$ cat config.mk
export PLATFORM = sky130hd
export DESIGN_NAME = ring_pixel_hsv_write
export DESIGN_NICKNAME = d
export VERILOG_FILES = /design/src/hw/rtl/rphw_pkg.sv /design/src/hw/rtl/rphw_index_pipe.sv /design/src/hw/rtl/rphw_color_pipe.sv /design/src/hw/rtl/ring_pixel_hsv_write.sv
export SDC_FILE = /design/constraint.sdc
export NUM_CORES = 1
export LEC_CHECK = 0
export BUFFER_PORTS_ARGS = -buffer_cell sky130_fd_sc_hd__buf_2
export CELL_PAD_IN_SITES_DETAIL_PLACEMENT = 2
export CELL_PAD_IN_SITES_GLOBAL_PLACEMENT = 2
export CORE_MARGIN = 5
export CORE_UTILIZATION = 42
export DETAILED_ROUTE_END_ITERATION = 8
export PLACE_DENSITY = 0.87
export SYNTH_ARGS = -nofsm -noshare
export SYNTH_HDL_FRONTEND = slang
export SYNTH_HIERARCHICAL = 1
export SYNTH_SLANG_ARGS = --single-unit
export TNS_END_PERCENT = 100
$ cat constraint.sdc
create_clock -name clock -period 13.2 [get_ports clock]
set_input_delay 2.64 -clock clock [delete_from_list [all_inputs] [get_ports clock]]
set_output_delay 2.64 -clock clock [all_outputs]
set_load 0.02 [all_outputs]
$ cat src/hw/rtl/rphw_pkg.sv
// Shared types and constants for the ring pixel HSV write path.
package rphw_pkg;

   localparam int PIX_W   = 11;             // signed logical pixel number
   localparam int COLOR_W = 8;              // hue, saturation, value, RGB
   localparam int IDX_W   = 8;              // physical LED index
   localparam int LEN_W   = IDX_W + 1;      // ring length, 1..256
   localparam int CSR_W   = 1;              // register index width

   localparam logic [CSR_W-1:0] CSR_FIRST_LED = 1'b0;
   localparam logic [CSR_W-1:0] CSR_LAST_LED  = 1'b1;

   // Load strobes for the four pipeline stages.
   typedef struct packed {
      logic ld1;
      logic ld2;
      logic ld3;
      logic ld4;
   } stage_en_type;

endpackage

$ cat src/hw/rtl/rphw_index_pipe.sv
// Pixel number to physical LED index: pipelined signed modulo and mapping.
module rphw_index_pipe
   import rphw_pkg::*;
#(
   parameter int MAX_LEDS = 256
) (
   input  logic                    clock,
   input  stage_en_type            stage_en,
   input  logic [IDX_W-1:0]        first_led,
   input  logic [IDX_W-1:0]        last_led,
   input  logic signed [PIX_W-1:0] pixel_number,
   output logic [IDX_W-1:0]        led_index
);

   localparam int DIV_W = LEN_W + PIX_W;

   // One restoring step: subtract len << k when it fits.
   function automatic logic [PIX_W-1:0] rem_step(input logic [PIX_W-1:0] r,
                                                 input logic [LEN_W-1:0] len,
                                                 input int unsigned k);
      logic [DIV_W-1:0] d;
      logic [DIV_W-1:0] rx;
      d  = DIV_W'(len) << k;
      rx = DIV_W'(r);
      if (rx >= d) begin
         rx = rx - d;
      end
      return rx[PIX_W-1:0];
   endfunction

   logic             desc_in;
   logic [IDX_W-1:0] diff_in;
   logic [LEN_W-1:0] span_in;
   logic [LEN_W-1:0] len_in;
   logic             neg_in;
   logic [PIX_W-1:0] pix_u;
   logic [PIX_W-1:0] mag_in;

   logic [PIX_W-1:0] s1_rem_ff, s2_rem_ff, s3_rem_ff;
   logic [PIX_W-1:0] s2_rem_in, s3_rem_in, s4_rem;
   logic [LEN_W-1:0] s1_len_ff, s2_len_ff, s3_len_ff;
   logic             s1_neg_ff, s2_neg_ff, s3_neg_ff;
   logic             s1_desc_ff, s2_desc_ff, s3_desc_ff;
   logic [IDX_W-1:0] s1_first_ff, s2_first_ff, s3_first_ff;
   logic [LEN_W-1:0] pos;
   logic [IDX_W-1:0] led_index_ff, led_index_in;

   always_comb begin
      desc_in = first_led > last_led;
      diff_in = desc_in ? (first_led - last_led) : (last_led - first_led);
      span_in = LEN_W'(diff_in) + LEN_W'(1);
      len_in  = (span_in > LEN_W'(MAX_LEDS)) ? LEN_W'(MAX_LEDS) : span_in;
      pix_u   = pixel_number;
      neg_in  = pix_u[PIX_W-1];
      // -1024 negates to the unsigned pattern 1024, which is what we want
      mag_in  = neg_in ? (~pix_u + PIX_W'(1)) : pix_u;
   end

   always_comb begin
      s2_rem_in = s1_rem_ff;
      for (int i = 0; i < 4; i++) begin
         s2_rem_in = rem_step(s2_rem_in, s1_len_ff, PIX_W - 1 - i);
      end
      s3_rem_in = s2_rem_ff;
      for (int i = 4; i < 8; i++) begin
         s3_rem_in = rem_step(s3_rem_in, s2_len_ff, PIX_W - 1 - i);
      end
      s4_rem = s3_rem_ff;
      for (int i = 8; i < PIX_W; i++) begin
         s4_rem = rem_step(s4_rem, s3_len_ff, PIX_W - 1 - i);
      end
      // remainder of the magnitude; fold back for negative numbers
      if (s3_neg_ff && (s4_rem != '0)) begin
         pos = s3_len_ff - LEN_W'(s4_rem);
      end else begin
         pos = LEN_W'(s4_rem);
      end
      if (s3_desc_ff) begin
         led_index_in = s3_first_ff - pos[IDX_W-1:0];
      end else begin
         led_index_in = s3_first_ff + pos[IDX_W-1:0];
      end
   end

   always_ff @(posedge clock) begin
      if (stage_en.ld1) begin
         s1_rem_ff   <= mag_in;
         s1_len_ff   <= len_in;
         s1_neg_ff   <= neg_in;
         s1_desc_ff  <= desc_in;
         s1_first_ff <= first_led;
      end
      if (stage_en.ld2) begin
         s2_rem_ff   <= s2_rem_in;
         s2_len_ff   <= s1_len_ff;
         s2_neg_ff   <= s1_neg_ff;
         s2_desc_ff  <= s1_desc_ff;
         s2_first_ff <= s1_first_ff;
      end
      if (stage_en.ld3) begin
         s3_rem_ff   <= s3_rem_in;
         s3_len_ff   <= s2_len_ff;
         s3_neg_ff   <= s2_neg_ff;
         s3_desc_ff  <= s2_desc_ff;
         s3_first_ff <= s2_first_ff;
      end
      if (stage_en.ld4) begin
         led_index_ff <= led_index_in;
      end
   end

   assign led_index = led_index_ff;

endmodule

$ cat src/hw/rtl/rphw_color_pipe.sv
// HSV to RGB: six hue sectors, products scaled by 1/256, over four stages.
module rphw_color_pipe
   import rphw_pkg::*;
(
   input  logic               clock,
   input  stage_en_type       stage_en,
   input  logic [COLOR_W-1:0] hue,
   input  logic [COLOR_W-1:0] saturation,
   input  logic [COLOR_W-1:0] brightness_value,
   output logic [COLOR_W-1:0] red,
   output logic [COLOR_W-1:0] green,
   output logic [COLOR_W-1:0] blue
);

   localparam int H6_W   = COLOR_W + 3;     // hue * 6
   localparam int SEC_W  = H6_W - COLOR_W;  // sector number
   localparam int ONE_W  = COLOR_W + 1;     // holds 256
   localparam int PROD_W = COLOR_W + ONE_W;

   localparam logic [ONE_W-1:0] ONE = ONE_W'(1) << COLOR_W;

   localparam logic [SEC_W-1:0] SEC_RED_YEL  = 3'd0;
   localparam logic [SEC_W-1:0] SEC_YEL_GRN  = 3'd1;
   localparam logic [SEC_W-1:0] SEC_GRN_CYN  = 3'd2;
   localparam logic [SEC_W-1:0] SEC_CYN_BLU  = 3'd3;
   localparam logic [SEC_W-1:0] SEC_BLU_MAG  = 3'd4;

   logic [H6_W-1:0]    s1_h6_ff;
   logic [COLOR_W-1:0] s1_s_ff, s1_v_ff;

   logic [COLOR_W-1:0] frac;
   logic [PROD_W-1:0]  p_prod, sf_prod, st_prod;
   logic [SEC_W-1:0]   s2_sec_ff, s3_sec_ff;
   logic               s2_grey_ff, s3_grey_ff;
   logic [COLOR_W-1:0] s2_v_ff, s3_v_ff;
   logic [COLOR_W-1:0] s2_p_ff, s3_p_ff;
   logic [COLOR_W-1:0] s2_sf_ff, s2_st_ff;

   logic [PROD_W-1:0]  q_prod, t_prod;
   logic [COLOR_W-1:0] s3_q_ff, s3_t_ff;

   logic [COLOR_W-1:0] red_ff, green_ff, blue_ff;
   logic [COLOR_W-1:0] red_in, green_in, blue_in;

   always_comb begin
      frac    = s1_h6_ff[COLOR_W-1:0];
      p_prod  = PROD_W'(s1_v_ff) * PROD_W'(ONE - ONE_W'(s1_s_ff));
      sf_prod = PROD_W'(s1_s_ff) * PROD_W'(frac);
      st_prod = PROD_W'(s1_s_ff) * PROD_W'(ONE - ONE_W'(frac));
      q_prod  = PROD_W'(s2_v_ff) * PROD_W'(ONE - ONE_W'(s2_sf_ff));
      t_prod  = PROD_W'(s2_v_ff) * PROD_W'(ONE - ONE_W'(s2_st_ff));
   end

   always_comb begin
      if (s3_grey_ff) begin
         red_in   = s3_v_ff;
         green_in = s3_v_ff;
         blue_in  = s3_v_ff;
      end else begin
         unique case (s3_sec_ff)
            SEC_RED_YEL: begin
               red_in = s3_v_ff; green_in = s3_t_ff; blue_in = s3_p_ff;
            end
            SEC_YEL_GRN: begin
               red_in = s3_q_ff; green_in = s3_v_ff; blue_in = s3_p_ff;
            end
            SEC_GRN_CYN: begin
               red_in = s3_p_ff; green_in = s3_v_ff; blue_in = s3_t_ff;
            end
            SEC_CYN_BLU: begin
               red_in = s3_p_ff; green_in = s3_q_ff; blue_in = s3_v_ff;
            end
            SEC_BLU_MAG: begin
               red_in = s3_t_ff; green_in = s3_p_ff; blue_in = s3_v_ff;
            end
            default: begin
               red_in = s3_v_ff; green_in = s3_p_ff; blue_in = s3_q_ff;
            end
         endcase
      end
   end

   always_ff @(posedge clock) begin
      if (stage_en.ld1) begin
         s1_h6_ff <= H6_W'(hue) * H6_W'(6);
         s1_s_ff  <= saturation;
         s1_v_ff  <= brightness_value;
      end
      if (stage_en.ld2) begin
         s2_sec_ff  <= s1_h6_ff[H6_W-1:COLOR_W];
         s2_grey_ff <= s1_s_ff == '0;
         s2_v_ff    <= s1_v_ff;
         s2_p_ff    <= p_prod[2*COLOR_W-1:COLOR_W];
         s2_sf_ff   <= sf_prod[2*COLOR_W-1:COLOR_W];
         s2_st_ff   <= st_prod[2*COLOR_W-1:COLOR_W];
      end
      if (stage_en.ld3) begin
         s3_sec_ff  <= s2_sec_ff;
         s3_grey_ff <= s2_grey_ff;
         s3_v_ff    <= s2_v_ff;
         s3_p_ff    <= s2_p_ff;
         s3_q_ff    <= q_prod[2*COLOR_W-1:COLOR_W];
         s3_t_ff    <= t_prod[2*COLOR_W-1:COLOR_W];
      end
      if (stage_en.ld4) begin
         red_ff   <= red_in;
         green_ff <= green_in;
         blue_ff  <= blue_in;
      end
   end

   assign red   = red_ff;
   assign green = green_ff;
   assign blue  = blue_ff;

endmodule

$ cat src/hw/rtl/ring_pixel_hsv_write.sv
// Top level of the ring pixel HSV write path: registers, stage control, datapaths.
//
//   channel  direction  handshake              payload
//   req      in         req_valid/req_ready    pixel_number, hue, saturation,
//                                              brightness_value
//   rsp      out        rsp_valid/rsp_ready    led_index, red, green, blue
//   csr      in         csr_valid/csr_ready    csr_index, csr_data
//
// Four register stages; a result passes through all four after a transfer in, and
// one item per cycle is taken unless a stalled output backs up to req_ready. The
// modulo by ring length (a restoring divider spread over stages two to four)
// sets the depth.
// Synchronous reset empties the pipeline and sets first_led 0, last_led 255.
// Each stage loads when empty or when the one after it moves, so bubbles
// close up behind a stalled output and nothing is dropped or repeated.
module ring_pixel_hsv_write
   import rphw_pkg::*;
#(
   parameter int MAX_LEDS = 256
) (
   input  logic                    clock,
   input  logic                    reset,
   input  logic                    req_valid,
   output logic                    req_ready,
   input  logic signed [PIX_W-1:0] req_pixel_number,
   input  logic [COLOR_W-1:0]      req_hue,
   input  logic [COLOR_W-1:0]      req_saturation,
   input  logic [COLOR_W-1:0]      req_brightness_value,
   output logic                    rsp_valid,
   input  logic                    rsp_ready,
   output logic [IDX_W-1:0]        rsp_led_index,
   output logic [COLOR_W-1:0]      rsp_red,
   output logic [COLOR_W-1:0]      rsp_green,
   output logic [COLOR_W-1:0]      rsp_blue,
   input  logic                    csr_valid,
   output logic                    csr_ready,
   input  logic [CSR_W-1:0]        csr_index,
   input  logic [IDX_W-1:0]        csr_data
);

   logic [IDX_W-1:0] first_led_ff, last_led_ff;
   logic             v1_ff, v2_ff, v3_ff, v4_ff;
   logic             rdy1, rdy2, rdy3, rdy4;
   stage_en_type     stage_en;

   assign csr_ready = 1'b1;

   always_ff @(posedge clock) begin
      if (reset) begin
         first_led_ff <= '0;
         last_led_ff  <= '1;
      end else if (csr_valid) begin
         unique case (csr_index)
            CSR_FIRST_LED: first_led_ff <= csr_data;
            CSR_LAST_LED:  last_led_ff  <= csr_data;
            default:       ;
         endcase
      end
   end

   always_comb begin
      rdy4 = !v4_ff || rsp_ready;
      rdy3 = !v3_ff || rdy4;
      rdy2 = !v2_ff || rdy3;
      rdy1 = !v1_ff || rdy2;
      stage_en.ld1 = rdy1;
      stage_en.ld2 = rdy2;
      stage_en.ld3 = rdy3;
      stage_en.ld4 = rdy4;
   end

   always_ff @(posedge clock) begin
      if (reset) begin
         v1_ff <= 1'b0;
         v2_ff <= 1'b0;
         v3_ff <= 1'b0;
         v4_ff <= 1'b0;
      end else begin
         if (rdy1) v1_ff <= req_valid;
         if (rdy2) v2_ff <= v1_ff;
         if (rdy3) v3_ff <= v2_ff;
         if (rdy4) v4_ff <= v3_ff;
      end
   end

   assign req_ready = rdy1;
   assign rsp_valid = v4_ff;

   rphw_index_pipe #(
      .MAX_LEDS(MAX_LEDS)
   ) u_index (
      .clock        (clock),
      .stage_en     (stage_en),
      .first_led    (first_led_ff),
      .last_led     (last_led_ff),
      .pixel_number (req_pixel_number),
      .led_index    (rsp_led_index)
   );

   rphw_color_pipe u_color (
      .clock            (clock),
      .stage_en         (stage_en),
      .hue              (req_hue),
      .saturation       (req_saturation),
      .brightness_value (req_brightness_value),
      .red              (rsp_red),
      .green            (rsp_green),
      .blue             (rsp_blue)
   );

endmodule

# After elaboration in Yosys (flattened, before gate mapping)
# Index checks and enable logic that the tools add are counted.
# Widths: inputs -> output; s select.
[totals] ff_bits=240 out_inout_bits=35
[op_classes] n_addsub=22 multipliers=6 magnitude_cmp=13 eq_ne=4 muxes=21 n_bitwise=2 reduce_logical=18
[ops] operator="$mux 11" n=11
[ops] operator="$sub 11x11->11" n=9
[ops] operator="$pmux 8 s3" n=3
[ops] operator="$mul 8x17->16" n=4
[ops] operator="$mux 8" n=6
[ops] operator="$sub 9x8->10 const A" n=4
[ops] operator="$sub 8x8->8" n=4
[ops] operator="$ge 11x19->1" n=1
[ops] operator="$ge 11x18->1" n=1
[ops] operator="$ge 11x17->1" n=1
[ops] operator="$ge 11x16->1" n=1
[ops] operator="$ge 11x15->1" n=1
[ops] operator="$mul 8x7->15" n=1
[ops] operator="$ge 11x14->1" n=1
[ops] operator="$ge 11x13->1" n=1
[ops] operator="$ge 11x12->1" n=1
[ops] operator="$add 11x1->11 const B" n=1
[ops] operator="$ge 11x10->1" n=1
[ops] operator="$ge 11x11->1" n=1
[ops] operator="$ge 11x9->1" n=1
[ops] operator="$not 11->11" n=1
[ops] operator="$reduce_bool 11->1" n=1
[ops] operator="$sub 11x10->11" n=1
[ops] operator="$sub 11x9->11" n=1
[ops] operator="17 further kinds" n=28

# Depth between registers and ports, before layout
# Gate-level depths: netlist of run 1.
[depth] word_depth=11 mapped_depth=48

# By module
# Netlist of run 1, hierarchy kept.
[by_module_without_submodules] module="rphw_color_pipe" n_inst=1 cells_each=1522 area_per_inst_um2=15184.6 seq_area_each_um2=3663.5
[by_module_without_submodules] module="rphw_index_pipe" n_inst=1 cells_each=855 area_per_inst_um2=8438.1 seq_area_each_um2=2942.8
[by_module_without_submodules] module="ring_pixel_hsv_write" n_inst=1 cells_each=85 area_per_inst_um2=755.7 seq_area_each_um2=400.4

# Least setup slack after synthesis of run 1
# OpenSTA, ideal clock, no wires.
[synth_timing] kind="register to register" start="register u_index.s3_len_ff[1]" end="register u_index.led_index_ff[7], in the netlist u_index/led_index[7] (data pin)" arrival_time_ns=9.024 required_ns=12.940 path_slack_ns=3.916 stages_incl_launch_ff=44 n_path_buf=3 path_cell_list="edfxtp_1 > inv_1 > ha_1 > nor2b_1 > o311a_1 > nor3_2 > buf_4 > mux2i_1 > inv_1 > fa_1 > nand2b_1 > a21oi_1 > nor2_1 > o211a_1 > and2_0 > buf_6 > mux2i_1 > ha_1 > [8 not listed] > nand2_1 > xnor2_1 > ha_1 > a31o_2 > maj3_2 > maj3_1 > xor2_1 > mux2i_1 > xor2_1 > ha_1 > inv_1 > o21bai_1 > a21o_1 > a21oi_1 > xor2_1 > xnor2_1 > xnor2_1 > xnor2_1"
[synth_via] elab_chain_cells=11
[synth_lines] element="from (decl)" line_no="rphw_index_pipe.sv:41" text="logic [LEN_W-1:0] s1_len_ff, s2_len_ff, s3_len_ff;"
[synth_lines] element="from (signal assigned)" line_no="rphw_index_pipe.sv:102" text="s3_len_ff <= s2_len_ff;"
[synth_lines] element="branches (longest 8 deep; another with $sub 11x11->11)"
[synth_lines] element="$mux 8 *" line_no="rphw_index_pipe.sv:73" text="if (s3_neg_ff && (s4_rem != '0)) begin"
[synth_lines] element="$add 8x8->8 or $sub 8x8->8 (tied branches)" line_no="rphw_index_pipe.sv:81, rphw_index_pipe.sv:79"
[synth_lines] element="$mux 8 *" line_no="rphw_index_pipe.sv:78" text="if (s3_desc_ff) begin"
[synth_lines] element="net u_index.led_index_in[7]" line_no="rphw_index_pipe.sv:46" text="logic [IDX_W-1:0] led_index_ff, led_index_in;"
[synth_lines] element="to (signal assigned)" line_no="rphw_index_pipe.sv:108" text="led_index_ff <= led_index_in;"
[synth_lines] element="to (decl)" line_no="rphw_index_pipe.sv:46"
# Mark *: on every way through the listed nets, which the timed path passes.
# A chain may end at the register's enable or synchronous reset.

# Final worst setup path of run 1
# Same ends and word-level chain as after synthesis.

==> impl_results.md, run 1 <==
* Achievable frequency at 85.4 MHz
* Outcome: completed
* Clk buf depth at 3
* Worst setup SP type: register
* WL per Instance at 26.8 µm
* Worst path required time at 13.53 ns
* HP Class: register to register
* # Max-Cap Violations at 0
* # setup viols final at 0
* CTS H-tree depth at 1
* Port Buf Inserts at 82
* Sequential fraction of the synthesis area at 28.7%
* Die height at 251 µm
* Synth Area in XOR/XNOR at 5.78%
* Synth Cell Area at 0.0244 mm²
* Most frequent cell after synthesis: inv_1
* Drt initial violations at 1,019
* Most used DFF post-synth: edfxtp_1
* Core ar. at 0.0576 mm²
* First-pass GRT wire length at 137,000 µm
* Final setup skew at 0.0262 ns
* Synth cell types at 97
* Die span in x at 251 µm
* Critical setup path kind: register to register
* Post-synthesis mux area share at 3.18%
* Top-area cell type share of the netlist area at 27.1%
* Clock Sinks at 240
* Row count at 88
* Largest net degree at the start of global routing at 67
* Vias in the first global route at 22.7k
* Yosys warns at 6
* Routability congestion estimate at 0.849
* CP Capture Type: register
* Initial antenna violation count at 1
* GRT Total Usage at 27.6%
* CTS tree: built
* Synth area leaders: edfxtp_1 27%, fa_1 16%, ha_1 14%
* Avg Cell Area, Syn at 9.90 µm²
* RSZ-0062 raised after global routing: false
* Clock Latency Late Sink at 0.61 ns
* Period minus WS final at 11.71 ns
* Flop and latch count out of synthesis at 240
* Post-synth EDFFs at 220
* Worst slew pin tran at 1.09 ns
* Nets@finish at 3,039
* Ys async rst share at 0%
* Drt via density at 5.82
* Crit path max fanout at 13
* Layout area overhead at 8.57%
* DPL Wire Length at 63,300 µm
* Max_slew headroom at 27.0%
* IO Count at 84
* Synth top cells by count: 377 x inv_1, 271 x ha_1, 243 x nand2_1
* Post-CTS Hold Fix Bufs at 0
* Post-Synth Simple-Gate Area at 15.2%
* Max stage delay on crit path at 0.87 ns
* Initial Util at 42.3%
* Largest family of logic cells by synthesized area: adder cells
* Synth Area in Adders at 30.4%
* Post-synth top area cell: edfxtp_1
* Worst Path Arrival at 12.04 ns
* Gr ovfl total at 0
* Slew Limit Fails at 0
* Post-route DRC at 0
* Proportion of layout cells with a drive suffix above 1 at 7.71%
* CTS Buf Count at 29
* Final number of hold-violating endpoints at 0
* DRT Wirelength at 88,500 µm
* Gate Count Post-Synth at 2,462
* CTS-repair resized insts at 0
* Post-route ant nets at 0
* Most used cell, CP: a21oi_1
* Clock Pin Slew Worst Setup and Hold Paths at 0.06 ns
* Final Cycle Share at 88.7%
* Routed vias at 19.3k
* TritonRoute pass-1 iters at 5
* Setup TNS at 0 ns
* Mapped Nets at 2,981
* Post-CTS setup buffer count at 0
* Clock Root Buffer: clkbuf_16
* Post-synthesis compound-gate area fraction at 9.55%
* Slowest CP cell: nor3_2
* Die area at 0.0630 mm²
-- cell families after synthesis --
kind of cell,after synthesis
buf+inv,444
other cells,1
fa+ha+maj,473
xor+xnor,161
simple gates,719
mux,75
compound gates,349
flops,240
-- metrics by stage --
step / hold WS (ns) / cell area (µm²) / util (%) / worst slack (ns) / cells
floorplan: 0.400 / 24400 / - / 3.92 / 2462
global placement: 0.405 / 25500 / 44.3 / 2.38 / 3254
detailed placement: 0.409 / 25500 / 44.3 / 1.83 / 3254
CTS: 0.429 / 26500 / 46.0 / 1.59 / 3308
global route: 0.438 / 26500 / 46.0 / 0.925 / 3308
finish: 0.429 / 26500 / 46.0 / 1.49 / 3309
-- cells in the final DEF (no fill, tap or decap), types with 9 or more instances in the layout --
cell type  Yosys  final
and3_1        13     13
and2_1       192    192
a211oi_1      10     10
dfxtp_1       20     20
or3_1         13     13
a31oi_1       10     10
a21oi_1       94     94
o21ai_0       77     77
buf_4          6     10
mux2i_1       56     56
inv_1        377    376
nand2b_1      20     20
buf_2          8     82
nand3_1       27     27
nand2_1      243    241
xnor2_1      112    112
edfxtp_1     220    220
nor4_1         9      9
a211o_1       10     10
nor2b_1       16     16
xor2_1        49     49
mux2_2        19     19
a21o_1        38     38
o31ai_1       10     10
o21a_1        15     15
nor2_1        87     87
o21bai_1      10     10
nor3_1        37     37
ha_1         271    271
a221oi_1      10     10
fa_1         199    199
clkbuf_16      0     30
nand4_1       19     19
-- critical path, delay by kind of cell (launching register included) --
kind | cells | cell delay (ns)
flip-flops | 1 | 0.48
AO/OA/AOI/OAI | 16 | 3.99
adder cells (fa/ha/maj) | 5 | 1.73
buffers and inverters | 4 | 0.56
XOR/XNOR | 5 | 0.94
multiplexers | 2 | 0.81
AND/OR/NAND/NOR | 9 | 2.91
-- flip-flops by register name, summed over array words and instances (netlist names), 9 cells and up --
name	cells
u_index/s2_rem_ff	11
u_index/s3_len_ff	9
u_index/s2_len_ff	9
u_color/s1_h6_ff	10
u_index/s1_rem_ff	11
u_index/s1_len_ff	9
u_index/s3_rem_ff	11
-- final cells by class --
class | instances | area [µm²]
inverter | 379 | 1420
fill | 6051 | 31100
timing repair buffer | 92 | 485
multi-input combinational | 1778 | 15600
antenna | 1 | 2.50
clock buffer | 37 | 797
tap | 765 | 957
sequential | 240 | 7010
clock inverter | 17 | 158
-- metal layers --
metal	global-route usage [%]	vias up	routed length, µm
met4	11.8	0	4330
met2	51.1	651	45900
met5	0	-	0
li1	-	8385	-
met3	3.80	276	3720
met1	32.0	9954	34600
-- path summary, 6_finish.rpt --
kind,startpoint,to,slack [ns],cells after the start
worst max-delay path,u_index/s3_len_ff[1]$_DFFE_PP_,u_index/led_index[7]$_DFFE_PP_,1.49,41
worst min-delay path,u_index/s1_neg_ff$_DFFE_PP_,u_index/s2_neg_ff$_DFFE_PP_,0.43,0
worst max register to register,u_index/s3_len_ff[1]$_DFFE_PP_,u_index/led_index[7]$_DFFE_PP_,1.49,41
worst min register to register,u_index/s1_neg_ff$_DFFE_PP_,u_index/s2_neg_ff$_DFFE_PP_,0.43,0
Power of run 1 is not shown: default switching activity piles up to over one toggle a cycle in this logic, so the estimate is an artifact.
==> run 2, diff against run 1 <==
--- a/config.mk
+++ b/config.mk
@@ -10,6 +10,7 @@
 export CELL_PAD_IN_SITES_GLOBAL_PLACEMENT = 2
 export CORE_MARGIN = 5
 export CORE_UTILIZATION = 42
+export CTS_BUF_LIST = sky130_fd_sc_hd__clkbuf_16
 export DETAILED_ROUTE_END_ITERATION = 8
 export PLACE_DENSITY = 0.87
 export SYNTH_ARGS = -nofsm -noshare
==> run 2 against run 1 <==
Via count down 1.2%; core utilization about the same; design area about the same; flip-flop and latch count unchanged; highest routed layer unchanged; hold slack better by 0.0016 ns; wire length down 3.0%; non-clock buffer count unchanged; global-route usage down 0.79 points; worst setup slack better by 0.071 ns; clock skew down 0.0072 ns.
==> impl_results.md, run 2 (synthesized netlist as in run 1, its figures left out) <==
* Reg2reg end: u_index/led_index[7]$_DFFE_PP_
* Post-route ant nets at 0
* GRT Total Usage at 26.8%
* CTS-repair resized insts at 0
* Drt initial violations at 909
* Outcome: completed
* Worst R2R Start: u_index/s3_len_ff[1]$_DFFE_PP_
* Post-route DRC at 0
* DPL Wire Length at 63,300 µm
* Period minus WS final at 11.64 ns
* Max stage delay on crit path at 0.85 ns
* # Max-Cap Violations at 0
* Worst slew pin tran at 1.10 ns
* Worst path required time at 13.54 ns
* Final number of hold-violating endpoints at 0
* HP Class: register to register
* Critical setup path kind: register to register
* Reg2reg setup slack at 1.56 ns
* Clock Sinks at 240
* Drt via density at 5.75
* Achievable frequency at 85.9 MHz
* TritonRoute pass-1 iters at 5
* Proportion of layout cells with a drive suffix above 1 at 7.71%
* Clk buf depth at 3
* Worst setup SP type: register
* Die height at 251 µm
* WHS Endpoint: u_index/s2_neg_ff$_DFFE_PP_
* Biggest regs: u_index/s1_rem_ff x11, u_index/s2_rem_ff x11, u_index/s3_rem_ff x11
* Final setup skew at 0.0190 ns
* Largest net degree at the start of global routing at 67
* Slew Limit Fails at 0
* Core ar. at 0.0576 mm²
* Hold path depth at 0
* Commonest cells after routing, fill and taps aside: 381 x inv_1, 271 x ha_1, 241 x nand2_1
* Routability congestion estimate at 0.849
* DRT Wirelength at 85,900 µm
* # setup viols final at 0
* Nets@finish at 3,039
* Gr ovfl total at 0
* Commonest non-fill, non-tap cell in the layout: inv_1
* Slowest CP cell: nor3_2
* Vias in the first global route at 22.4k
* CTS H-tree depth at 1
* Worst path bufs/invs at 3
* Die span in x at 251 µm
* Routed vias at 19.0k
* CTS tree: built
* Clock Pin Slew Worst Setup and Hold Paths at 0.06 ns
* IO Count at 84
* Worst Path Arrival at 11.98 ns
* Clock Latency Late Sink at 0.60 ns
* Final Cycle Share at 88.2%
* Post-CTS setup buffer count at 0
* Number of instances in the placed design at 3,254
* Post-CTS Hold Fix Bufs at 0
* Crit path max fanout at 13
* Row count at 88
* FF-to-FF path depth at 40
* Min-delay src: u_index/s1_neg_ff$_DFFE_PP_
* CP Capture Type: register
* Stages on the worst setup path at 40
* Cell family with most CP delay: compound AO/OA/AOI/OAI gates
* Clock Root Buffer: clkbuf_16
* First-pass GRT wire length at 133,000 µm
* Initial antenna violation count at 2
* Layout area overhead at 8.49%
* Die area at 0.0630 mm²
* Port Buf Inserts at 82
* Max_slew headroom at 27.0%
* WL per Instance at 25.9 µm
* CTS Buf Count at 29
* Initial Util at 42.3%
* RSZ-0062 raised after global routing: false
* Setup TNS at 0 ns
* Non-filler cells, final at 3,310
## run 2: cell count changes in the layout (fill, tap and decap cells not counted)
cell,delta
clkbuf_8,-2
diode_2,+1
inv_2,+2
clkbuf_1,-5
inv_1,+5
## run 2: worst max path at each step
stage	startpoint	to	slack [ns]
floorplan	u_index/s3_len_ff[1]$_DFFE_PP_	u_index/led_index[7]$_DFFE_PP_	3.92
global placement	u_index/s3_len_ff[1]$_DFFE_PP_	u_index/led_index[7]$_DFFE_PP_	2.38
detailed placement	u_index/s3_len_ff[1]$_DFFE_PP_	u_index/led_index[7]$_DFFE_PP_	1.83
CTS	u_index/s3_len_ff[1]$_DFFE_PP_	u_index/led_index[7]$_DFFE_PP_	1.67
global route	u_index/s3_len_ff[1]$_DFFE_PP_	u_index/led_index[7]$_DFFE_PP_	0.96
finish	u_index/s3_len_ff[1]$_DFFE_PP_	u_index/led_index[7]$_DFFE_PP_	1.56
## run 2: area by class of cell
class,count,area [µm²]
Fill cell,6038,31100
Multi-Input combinational cell,1778,15600
Sequential cell,240,7010
Inverter,379,1420
Tap cell,765,957
Clock buffer,30,751
Timing Repair Buffer,92,485
Clock inverter,24,184
Antenna cell,2,5.00
## run 2: per-layer routing
layer  wire, µm  vias up  GRT usage (%)
met4       4110        0           10.7
met1      33600     9810           31.4
li1           -     8390              -
met3       3760      254           3.59
met2      44400      582           49.7
met5          0        -              0
## run 2: metrics by stage
step                      hold WS (ns)  utilization [%]  setup WS [ns]  instance area (µm²)
after global placement           0.405             44.3           2.38                25500
after floorplan                  0.400                -           3.92                24400
after CTS                        0.428             45.9           1.67                26400
after detailed placement         0.409             44.3           1.83                25500
final                            0.431             45.9           1.56                26400
after global routing             0.438             45.9          0.957                26400
Power of run 2 is left out for the same reason.
==> run 3, diff against run 2 <==
--- a/config.mk
+++ b/config.mk
@@ -11,8 +11,9 @@
 export CORE_MARGIN = 5
 export CORE_UTILIZATION = 42
 export CTS_BUF_LIST = sky130_fd_sc_hd__clkbuf_16
+export CTS_CLUSTER_SIZE = 8
 export DETAILED_ROUTE_END_ITERATION = 8
-export PLACE_DENSITY = 0.87
+export PLACE_DENSITY_LB_ADDON = 0.1
 export SYNTH_ARGS = -nofsm -noshare
 export SYNTH_HDL_FRONTEND = slang
 export SYNTH_HIERARCHICAL = 1
==> run 3 against run 2 <==
Die area stayed put; design area is 0.58% higher; fmax is 2.9% higher; core utilization is 0.27 points higher; hold slack worse by 0.025 ns; count of clock-buffer cells in the layout is 7 higher; cell count is 0.24% higher.
==> impl_results.md, run 3 (synthesized netlist as in run 1, its figures left out) <==
* # setup viols final at 0
* Achievable frequency at 88.4 MHz
* Number of instances in the placed design at 3,257
* Setup TNS at 0 ns
* IO Count at 84
* Routability congestion estimate at 0.848
* Worst Setup EP: u_index/led_index[7]$_DFFE_PP_
* Initial antenna violation count at 1
* Clock Sinks at 240
* Antenna Cells at 0
* Proportion of layout cells with a drive suffix above 1 at 7.56%
* Crit path max fanout at 13
* Layout area overhead at 9.13%
* Sequential cell area at 0.00701 mm²
* Stages on the worst setup path at 40
* Worst path required time at 13.49 ns
* Reg2reg setup slack at 1.89 ns
* Max stage delay on crit path at 0.77 ns
* Worst Path Arrival at 11.59 ns
* Die area at 0.0630 mm²
* Final Cycle Share at 85.7%
* Commonest cells after routing, fill and taps aside: 393 x inv_1, 271 x ha_1, 241 x nand2_1
* FF-to-FF path depth at 40
* Critical setup path kind: register to register
* WL per Instance at 20.9 µm
* Final setup skew at 0.0332 ns
* Slew Limit Fails at 0
* Cell family with most CP delay: compound AO/OA/AOI/OAI gates
* Hold path depth at 0
* Non-filler cells, final at 3,318
* Slowest CP cell: nor3_2
* Multi-input gate area at 0.0156 mm²
* CTS-repair resized insts at 0
* Core ar. at 0.0576 mm²
* Port Buf Inserts at 82
* Period minus WS final at 11.31 ns
* Final number of hold-violating endpoints at 0
* GRT Total Usage at 22.0%
* Crit path launch: u_index/s3_len_ff[1]$_DFFE_PP_
* CP Capture Type: register
* RSZ-0062 raised after global routing: false
* Outcome: completed
* DRT Wirelength at 69,200 µm
* CTS tree: built
* Max_slew headroom at 27.1%
* # Max-Cap Violations at 0
* First-pass GRT wire length at 112,000 µm
* Commonest non-fill, non-tap cell in the layout: inv_1
* Post-route DRC at 0
* Worst setup SP type: register
* Drt via density at 5.38
* Reg2reg end: u_index/led_index[7]$_DFFE_PP_
* Clock Pin Slew Worst Setup and Hold Paths at 0.06 ns
* Initial Util at 42.3%
* Row count at 88
* Clock Latency Late Sink at 0.56 ns
* Biggest regs: u_index/s1_rem_ff x11, u_index/s2_rem_ff x11, u_index/s3_rem_ff x11
* Worst R2R Start: u_index/s3_len_ff[1]$_DFFE_PP_
* Die height at 251 µm
* Post-CTS Hold Fix Bufs at 0
* Worst slew pin tran at 1.09 ns
* DPL Wire Length at 54,900 µm
* Post-route ant nets at 0
* Vias in the first global route at 20.4k
* Largest net degree at the start of global routing at 67
* Post-CTS setup buffer count at 0
* Worst path bufs/invs at 3
* TritonRoute pass-1 iters at 5
* Fillers at 6,099
* CTS Buf Count at 37
* Nets@finish at 3,050
* Drt initial violations at 543
* Clk buf depth at 3
* Routed vias at 17.9k
* Gr ovfl total at 0
* CTS H-tree depth at 2
* HP Class: register to register
* Die span in x at 251 µm
* Clock Root Buffer: clkbuf_16
## run 3: cell types whose count changed in the layout (fill, tap and decap cells not counted), moves of 3 or more
cell / change
buf_4: +3
clkbuf_16: +7
clkinv_2: -8
inv_1: +12
## run 3: worst min-delay path by stage
stage | slack [ns] | end | from
floorplan | 0.40 | u_color/s2_sec_ff[0]$_DFFE_PP_ | u_color/s1_h6_ff[8]$_DFFE_PP_
global placement | 0.40 | u_index/s2_neg_ff$_DFFE_PP_ | u_index/s1_neg_ff$_DFFE_PP_
detailed placement | 0.41 | u_index/s3_first_ff[2]$_DFFE_PP_ | u_index/s2_first_ff[2]$_DFFE_PP_
CTS | 0.40 | u_color/s3_p_ff[2]$_DFFE_PP_ | u_color/s2_p_ff[2]$_DFFE_PP_
global route | 0.40 | u_color/s3_p_ff[2]$_DFFE_PP_ | u_color/s2_p_ff[2]$_DFFE_PP_
finish | 0.41 | u_color/s3_p_ff[2]$_DFFE_PP_ | u_color/s2_p_ff[2]$_DFFE_PP_
## run 3: layout make-up
cell class	instances	share of cell area [%]
repair buffers	95	1.91
clock buffers	37	3.48
well taps	765	3.60
multi-input cells	1778	58.8
inverters	379	5.35
flip-flops and latches	240	26.3
clock inverters	24	0.546
## run 3: worst reg2reg max path: cells and delay by family, from the launching register on
kind / cells / cell delay (ns)
and+or+nand+nor: 9 / 2.78
muxes: 2 / 0.83
adders and majority gates: 7 / 2.31
AOI/OAI and AO/OA: 12 / 2.94
xor gates and xnor gates: 7 / 1.18
buffers and inverters: 3 / 0.52
DFF: 1 / 0.48
## run 3: through the flow
step	instance area (µm²)	worst slack, ns	utilization [%]	hold slack [ns]
final	26600	1.89	46.2	0.406
after global routing	26600	1.04	46.2	0.405
after CTS	26600	1.82	46.2	0.400
after detailed placement	25500	1.90	44.3	0.411
after global placement	25500	2.37	44.3	0.403
after floorplan	24400	3.92	-	0.400
## run 3: per-layer routing
metal	vias up	GRT usage [%]	part of all wire, %
met5	-	0	0
met4	0	4.32	1.6
met3	71	2.23	2.3
met2	190	39.8	51
met1	9192	28.8	46
li1	8405	-	-
Power of run 3 is left out for the same reason.
